==> config.mk <==
export PLATFORM = sky130hd
export DESIGN_NAME = plim_queue
export DESIGN_NICKNAME = d
export VERILOG_FILES = /design/src/rtl/core/plim_pkg.sv /design/src/rtl/core/plim_queue.sv
export SDC_FILE = /design/constraint.sdc
export NUM_CORES = 1
export LEC_CHECK = 0
export BUFFER_PORTS_ARGS = -buffer_cell sky130_fd_sc_hd__clkbuf_2
export CAP_MARGIN = 20
export CORE_MARGIN = 2
export CORE_UTILIZATION = 55
export CTS_BUF_LIST = sky130_fd_sc_hd__clkbuf_16
export DETAILED_ROUTE_END_ITERATION = 10
export GPL_TIMING_DRIVEN = 0
export MAX_ROUTING_LAYER = met4
export PLACE_DENSITY_LB_ADDON = 0.2
export SLEW_MARGIN = 30
export SYNTH_ARGS = -nofsm -noshare
export SYNTH_HDL_FRONTEND = slang
export SYNTH_SLANG_ARGS = --single-unit
==> constraint.sdc <==
create_clock -name clk -period 4.1 [get_ports clk]
set_input_delay 0.615 -clock clk [delete_from_list [all_inputs] [get_ports clk]]
set_output_delay 0.615 -clock clk [all_outputs]
set_load 0.01 [all_outputs]
==> src/rtl/core/plim_pkg.sv <==
// Package for the piecewise linear interest map.
// Widths, knot count and the record that passes from the front part to the back part.
package plim_pkg;
  localparam int ValueWidth = 32;
  localparam int YWidth = 16;
  localparam int Knots = 6;
  localparam int KnotWidth = ValueWidth + YWidth;
  localparam int MagWidth = YWidth + 1;          // |dy| fits 17 bits
  localparam int DistWidth = ValueWidth + 1;     // x differences fit 33 bits
  localparam int QDepth = 4;
  localparam int QPtrWidth = 2;
  localparam int Steps = MagWidth;               // one quotient bit per stage

  localparam logic [2:0] RegEnable = 3'd6;

  // classified item: segment picked, operands ready for the divider
  typedef struct packed {
    logic                        missing;
    logic                        interp;   // 0: result is y_base directly
    logic                        neg;      // dy < 0
    logic signed [YWidth-1:0]    y_base;
    logic [MagWidth-1:0]         m;
    logic [DistWidth-1:0]        a;
    logic [DistWidth-1:0]        d;
  } job_t;

  typedef struct packed {
    logic                        missing;
    logic signed [YWidth-1:0]    interest;
  } res_t;
endpackage

==> src/rtl/core/plim_queue.sv <==
// Small FIFO between the front and back parts.
// Uses plim_pkg job_t; registers only, one write and one read a cycle.
module plim_queue (
  input  logic            clk,
  input  logic            rst,
  input  logic            wr,
  input  plim_pkg::job_t  wdata,
  input  logic            rd,
  output logic            empty,
  output logic [plim_pkg::QPtrWidth:0] count,
  output plim_pkg::job_t  rdata
);
  import plim_pkg::*;

  job_t                 mem [QDepth];
  logic [QPtrWidth-1:0] wp, rp;

  assign empty = count == '0;
  assign rdata = mem[rp];

  always_ff @(posedge clk) begin
    if (rst) begin
      wp <= '0;
      rp <= '0;
      count <= '0;
    end else begin
      if (wr) wp <= wp + 1'b1;
      if (rd) rp <= rp + 1'b1;
      count <= count + (QPtrWidth+1)'(wr) - (QPtrWidth+1)'(rd);
    end
    if (wr) mem[wp] <= wdata;
  end

  a_no_overflow: assert property (@(posedge clk) disable iff (rst)
    wr && !rd |-> count < (QPtrWidth+1)'(QDepth))
    else $error("queue overflow");
  a_no_underflow: assert property (@(posedge clk) disable iff (rst)
    rd |-> !empty) else $error("queue underflow");
endmodule

# Word level (Yosys, flattened, before mapping)
# Memory sizes are Yosys's and may differ from the RTL's. A register that Yosys moved wholly into a read port is not among the register bits.
# Index checks and enable logic that the tools add are counted.
# classes
n_addsub	4
mux	4
n_reduce_logical	1
# op_table
cell	count
2-bit by 1-bit adder with 2-bit output (second input constant)	2
2-bit 2-to-1 mux	2
3-bit by 1-bit adder with 3-bit output	1
3-bit zero test	1
3-bit by 1-bit subtractor with 3-bit output	1
1-bit 2-to-1 mux	2
# word_totals
reg_bits	7
ram_bits	408
inputBits	106
out_inout_bits	106
word_cells	13
n_memories	1
# mem_list
memory	words	width	rd	rd_clocked_by_memory_dff	wr	line	source
mem	4	102	1	1	1	plim_queue.sv:15	job_t mem [QDepth];

# Longest topological paths before layout
# Gate-level depths: netlist (run 1).
# depth
depth_word	3
mapped_depth	7
mapped_depth_nobuf	7

# Worst setup path before layout (run 1)
# No wires, ideal clock.
# synth_timing
kind	in2reg
start	input wr
end	memory mem[0][0] (netlist bit) (enable)
setup_time_ns	0.472
arrival_ns	2.968
required_ns	3.628
setup_slack_ns	0.659
path_stages	1
cell_sequence	and2_1
# synth_between
elab_chain_cells	2
# synth_lines
item	line	source
start: declaration	plim_queue.sv:6	input logic wr,
1-bit 2-to-1 mux	plim_queue.sv:31	if (wr) mem[wp] <= wdata;
1-bit 2-to-1 mux (not written as such)	plim_queue.sv:31	
end: declaration	plim_queue.sv:15	
# Every way passes these cells.

==> results.ini, run 1 <==
[outcome]
status=complete, no violations

[power]
p_sw_share_pct=21.1
pwr-share-comb_pct=9.8
p_per_area_nw_per_um2=515
ir_drop_mv=0.508
p_clk_share_pct=36.9
power.switching_mw=1.96
power.leakage_nw=6.24
p_int_mw=7.34
power_frac_seq_pct=53.3

[global_route]
grt_max_degree=38
grt_pass1_vias=7199
grt_pass1_wl_um=39900
grt_use_total_pct=19.2
gr-total-overflow=0
antenna_found_initial=0

[logic_synthesis]
yosysSeqAreaShare_pct=82.1
ys_types=19
yosys_warnings=0
postSynthCellCount=573
synth_fp_nets=686
synth_area_per_cell_um2=26.4
synthesis.area_um2=15100
ys_ff_latch=417

[setup_path]
critPathMaxFanout=10
worst-path-stages=4
worst-endpoint-arrival_ns=2.44
critPathKind=flip-flop to output port
cp.required_ns=3.48
reg2reg_slack_ns=2.30
r2r-end=mem[1][91]
critPathBufInv=3
slowest_delay_ns=0.61
cp_slowest_cell=clkbuf_1
crit_path_cell_trace=clkbuf_1, buf_2, mux4_2, clkbuf_2
timing.rr.start=wp[0]
crit_path_end_kind=output port
cpLargestDelayFamily=buffers and inverters
r2r.worst_path.cells=3
startpoint_type=flip-flop

[routing]
first_iter_violations=474
routed-via-count=6739
wire_per_inst_um=21.9
drt_first_pass_iters=4
viasPerCell=5.58
drc=0
drt-total-wl_um=26400
ant_nets=0

[die]
rows=60
core_um2=27000
die_area_um2=28900
io_pins=212
fp.dieH_um=170
fp.dieW_um=170
initial_core_util_pct=56.0

[run]
drv_cap=0

[min_path]
hold_path.class=input pin to flip-flop
hold_depth=1
hold_end=mem[0][70]
min_from=wdata[70]

[sta]
final-hold-violation-count=0
setup_viol=0
clock_skew_ns=0.00898
period_minus_slack_ns=3.06
slew_violations=0
max_slew_margin_pct=47.6
worstMarginPinSlew_ns=0.786
final.setup.worst_slack_ns=1.04
fin_crit_sh_pct=74.5
maxClockFrequency_mhz=327
rsz0062_at_grt=no

[placement]
pre_cts_slack_ns=1.52
port_buffers=211
globalplace.congestion=0.748
hpwl_um=16700

[layout]
syn2layout_area_growth_pct=19.2
num_antenna_cells=0
final_util_pct=66.8
fillers=1723
final_cell_mix=edfxtp_1 (408), clkbuf_2 (211), mux4_2 (102), clkbuf_16 (43), inv_1 (21)
final_common_cell=edfxtp_1
nets=949
drive_above_1_share_pct=45.4

[cts]
htree_num_levels=2
clock_latency_ns=0.52
path_clk_slew_ns=0.06
cts_tree=done
clockBufferDepth=3
cts-root-buf=clkbuf_16
ctsResizeCount=0
clock_sinks=417
hold_buffers=0
cts_buffers=42
cts_setup_buffers=0

[sequential cells by signal (all words and copies together), names as in the netlist, named ones only]
| name | cells |
|---|---|
| rp | 2 |
| wp | 2 |
| mem | 408 |
| count | 3 |
[cell type report]
type / count / area (µm²) / area share [%]
Clock buffer: 43 / 1080 / 5.96
Timing Repair Buffer: 219 / 1220 / 6.74
Sequential cell: 417 / 12400 / 68.9
Buffer: 22 / 163 / 0.901
Inverter: 6 / 22.5 / 0.125
Clock inverter: 32 / 181 / 1.00
Multi-Input combinational cell: 128 / 2540 / 14.1
Tap cell: 341 / 427 / 2.36
[cell usage after synthesis]
master    count  area [µm²]
edfxtp_1    408       12300
mux4_2      102        2300
buf_2        10        50.1
buf_6         9         101
dfxtp_1       9         180
ha_1          6        75.1
inv_1         6        22.5
nor2_1        5        18.8
and2_1        4        25.0
clkbuf_1      3        11.3
nor2b_1       2        12.5
xnor2_1       2        17.5
a21bo_2       1        10.0
a21oi_1       1        5.00
fa_1          1        20.0
mux2i_1       1        10.0
nand3b_1      1        7.51
nor3_1        1        5.00
xor3_1        1        23.8
[metrics by stage]
stage / instances / setup TNS, ns / instance area [µm²] / hold WS (ns) / power [mW]
floorplan: 573 / 0 / 15100 / 0.492 / 5.58
global placement: 1125 / -438.30 / 16600 / 0.515 / 5.94
detailed placement: 1133 / 0 / 16800 / 0.536 / 5.97
CTS: 1208 / 0 / 18100 / 0.288 / 9.40
global route: 1208 / 0 / 18100 / 0.292 / 9.63
finish: 1208 / 0 / 18100 / 0.311 / 9.30
[metal layers]
layer	wire length, µm	track usage, %
met1	10300	23.9
met2	13900	32.4
met3	1630	4.14
met4	571	5.20
met5	0	-
[worst max path at each step]
stage	startpoint	to	slack, ns
final	flip-flop	rdata[98]	1.04
after global routing	flip-flop	rdata[100]	0.93
after CTS	flip-flop	rdata[91]	0.95
after detailed placement	flip-flop	rdata[91]	1.52
after global placement	wr	mem[0][23]	-1.09
after floorplan	wr	mem[0][0]	0.66
[logic make-up (layout without fill, tap and decap cells)]
family	count (synthesis)	after routing	share of synthesized area [%]
flops	417	417	82.1
mux	103	103	15.2
buf+inv	28	322	1.22
simple gates	13	13	0.454
fa+ha+maj	7	7	0.628
xor+xnor	3	3	0.273
compound gates	2	2	0.0991
[power groups by stage]
| stage | logic [mW] | registers (mW) | clock network, mW |
|---|---|---|---|
| after floorplan | 0.535 | 5.05 | 0 |
| after global placement | 0.878 | 5.06 | 0 |
| after global routing | 0.988 | 4.96 | 3.68 |
| after detailed placement | 0.930 | 5.04 | 0 |
| final | 0.910 | 4.95 | 3.43 |
| after CTS | 0.934 | 4.95 | 3.51 |
Note: power is estimated with default switching activity, not from simulation.
==> run 2: changes to the inputs <==
==> constraint.sdc (replaced) <==
create_clock -name clk -period 2.98 [get_ports clk]
set_input_delay 0.447 -clock clk [delete_from_list [all_inputs] [get_ports clk]]
set_output_delay 0.447 -clock clk [all_outputs]
set_load 0.01 [all_outputs]
==> run 2 against run 1 <==
Flip-flop and latch count is the same. Utilization shrank 0.097 points. Cell count shrank 0.33%. Worst setup slack lost 0.64 ns. Non-clock buffer count is the same. Clock skew grew 0.0093 ns. Routed wire length grew 1.6%. Sequential share of layout area grew 0.10 points.
==> results.ini, run 2 (synthesis gave the netlist of run 1 again) <==
[sta]
slew_violations=0  ; unchanged
clock_skew_ns=0.0183  ; +0.00928 ns
maxClockFrequency_mhz=388
rsz0062_at_grt=no
final-hold-violation-count=0  ; unchanged
fin_crit_sh_pct=86.5
worstMarginPinSlew_ns=0.652  ; -0.134 ns
period_minus_slack_ns=2.58
max_slew_margin_pct=56.5  ; +8.9 points
setup_viol=0  ; unchanged

[cts]
hold_buffers=0  ; unchanged
clock_latency_ns=0.52  ; about the same
cts_tree=done
cts-root-buf=clkbuf_16
clockBufferDepth=3  ; unchanged
htree_num_levels=2  ; unchanged
path_clk_slew_ns=0.06  ; about the same
cts_buffers=40  ; -4.8%
clock_sinks=417  ; unchanged

[layout]
final_util_pct=66.7  ; -0.097 points
syn2layout_area_growth_pct=19.0
drive_above_1_share_pct=46.3  ; +0.84 points
reg.largest.list=mem (408), count (3)
largest_reg_flops=408  ; unchanged
regMostFlops=mem
nets=947  ; -0.21%
final_cell_mix=edfxtp_1 (408), clkbuf_2 (212), mux4_2 (102), clkbuf_16 (41), inv_1 (16)
layout.cells.non_filler=1204  ; -0.33%
final_common_cell=edfxtp_1
fillers=1716  ; -0.41%

[placement]
hpwl_um=17000  ; +2.1%
globalplace.congestion=0.707  ; -5.5%
placedCellCount=1133  ; unchanged
port_buffers=211  ; unchanged

[routing]
ant_nets=0  ; unchanged
wire_per_inst_um=22.3  ; +1.9%
drt-total-wl_um=26900  ; +1.6%
first_iter_violations=473  ; -0.21%
drt_first_pass_iters=4  ; unchanged
viasPerCell=5.67  ; +1.6%
routed-via-count=6827  ; +1.3%
drc=0  ; unchanged

[min_path]
hold_depth=1  ; unchanged
min_from=wdata[28]
hold_end=mem[2][28]
hold_path.class=input pin to flip-flop

[setup_path]
worst-endpoint-arrival_ns=2.13  ; -0.31 ns
crit_path_end_kind=output port
critPathMaxFanout=10  ; unchanged
timing.rr.start=wp[0]
startpoint_type=flip-flop
r2r-end=mem[0][59]
critPathKind=flip-flop to output port
cp.required_ns=2.53  ; -0.95 ns
r2r.worst_path.cells=4  ; +1
reg2reg_slack_ns=1.17  ; -1.13 ns

[die]
core_um2=27000  ; unchanged
fp.dieH_um=170  ; unchanged
io_pins=212  ; unchanged
rows=60  ; unchanged
fp.dieW_um=170  ; unchanged
initial_core_util_pct=56.0  ; unchanged
die_area_um2=28900  ; unchanged

[global_route]
grt_max_degree=44  ; +16%
grt_pass1_vias=7298  ; +1.4%
antenna_found_initial=1  ; +1
grt_use_total_pct=19.6  ; +0.40 points
grt_pass1_wl_um=40800  ; +2.4%
gr-total-overflow=0  ; unchanged

[outcome]
status=complete, no violations

[run]
drv_cap=0  ; unchanged

[power]
p_per_area_nw_per_um2=700  ; +36%
ir_drop_mv=0.591  ; +16%
power.leakage_nw=6.22  ; -0.33%

## run 2: cell types whose count changed in the layout (fill, tap and decap cells not counted), sizes merged
cell and delta:
clkinv +2, diode +1, bufinv -1, clkbuf -2, inv -4
## run 2: per-layer routing
metal  part of all wire (%)  GRT usage, %  vias to the layer above
met5                      0             -                        -
met3                    7.2          5.12                       48
met1                     40          24.9                     3563
li1                       -             -                     3008
met4                    2.0          5.39                        0
met2                     50          31.8                      208
## run 2: repair_timing
item,4_1_cts,5_1_grt
endpoints found under the hold margin,0,0
resized for setup,1,0
endpoints found under the setup margin,10,0
setup buffers,0,0
## run 2: cell type report
cell class	instances	area [µm²]	share of cell area (%)
buffer	22	164	0.909
sequential	417	12400	69.0
tap	341	427	2.37
clock buffer	41	1030	5.69
multi-input combinational	128	2540	14.1
antenna	1	2.50	0.0139
clock inverter	29	156	0.868
timing repair buffer	219	1260	7.00
inverter	6	22.5	0.125
## run 2: where the power goes
| group | switching (mW) | internal, mW | total [mW] |
|---|---|---|---|
| combinational | 0.670 | 0.596 | 1.27 |
| clock | 1.98 | 2.57 | 4.55 |
| sequential | 0.0694 | 6.74 | 6.81 |
| total | 2.72 | 9.91 | 12.6 |
## run 2: worst max path at each step
stage | from | to | slack (ns) | cells past startpoint
after detailed placement | flip-flop | rdata[74] | 0.58 | 4
after global placement | wr | mem[3][53] | -0.23 | 2
after CTS | flip-flop | rdata[74] | 0.33 | 4
final | flip-flop | rdata[73] | 0.40 | 4
after floorplan | wp[0] | mem[2][0] | 0.74 | 3
after global routing | flip-flop | rdata[74] | 0.30 | 4
## run 2: through the flow
| step | worst slack (ns) | hold WS [ns] | power [mW] | TNS, ns | cell area (µm²) |
|---|---|---|---|---|---|
| final | 0.403 | 0.138 | 12.6 | 0 | 18000 |
| after detailed placement | 0.575 | 0.531 | 8.23 | 0 | 16800 |
| after global routing | 0.296 | 0.123 | 13.1 | 0 | 18000 |
| after floorplan | 0.738 | 0.492 | 7.66 | 0 | 15100 |
| after CTS | 0.329 | 0.119 | 12.8 | 0 | 18000 |
| after global placement | -0.234 | 0.515 | 8.15 | -89.54 | 16600 |
## run 2: worst max-delay path: stages (launching register included)
cell      delay [ns]
dfxtp_1         0.35
clkbuf_2        0.33
buf_2           0.39
mux4_2          0.36
clkbuf_2        0.17
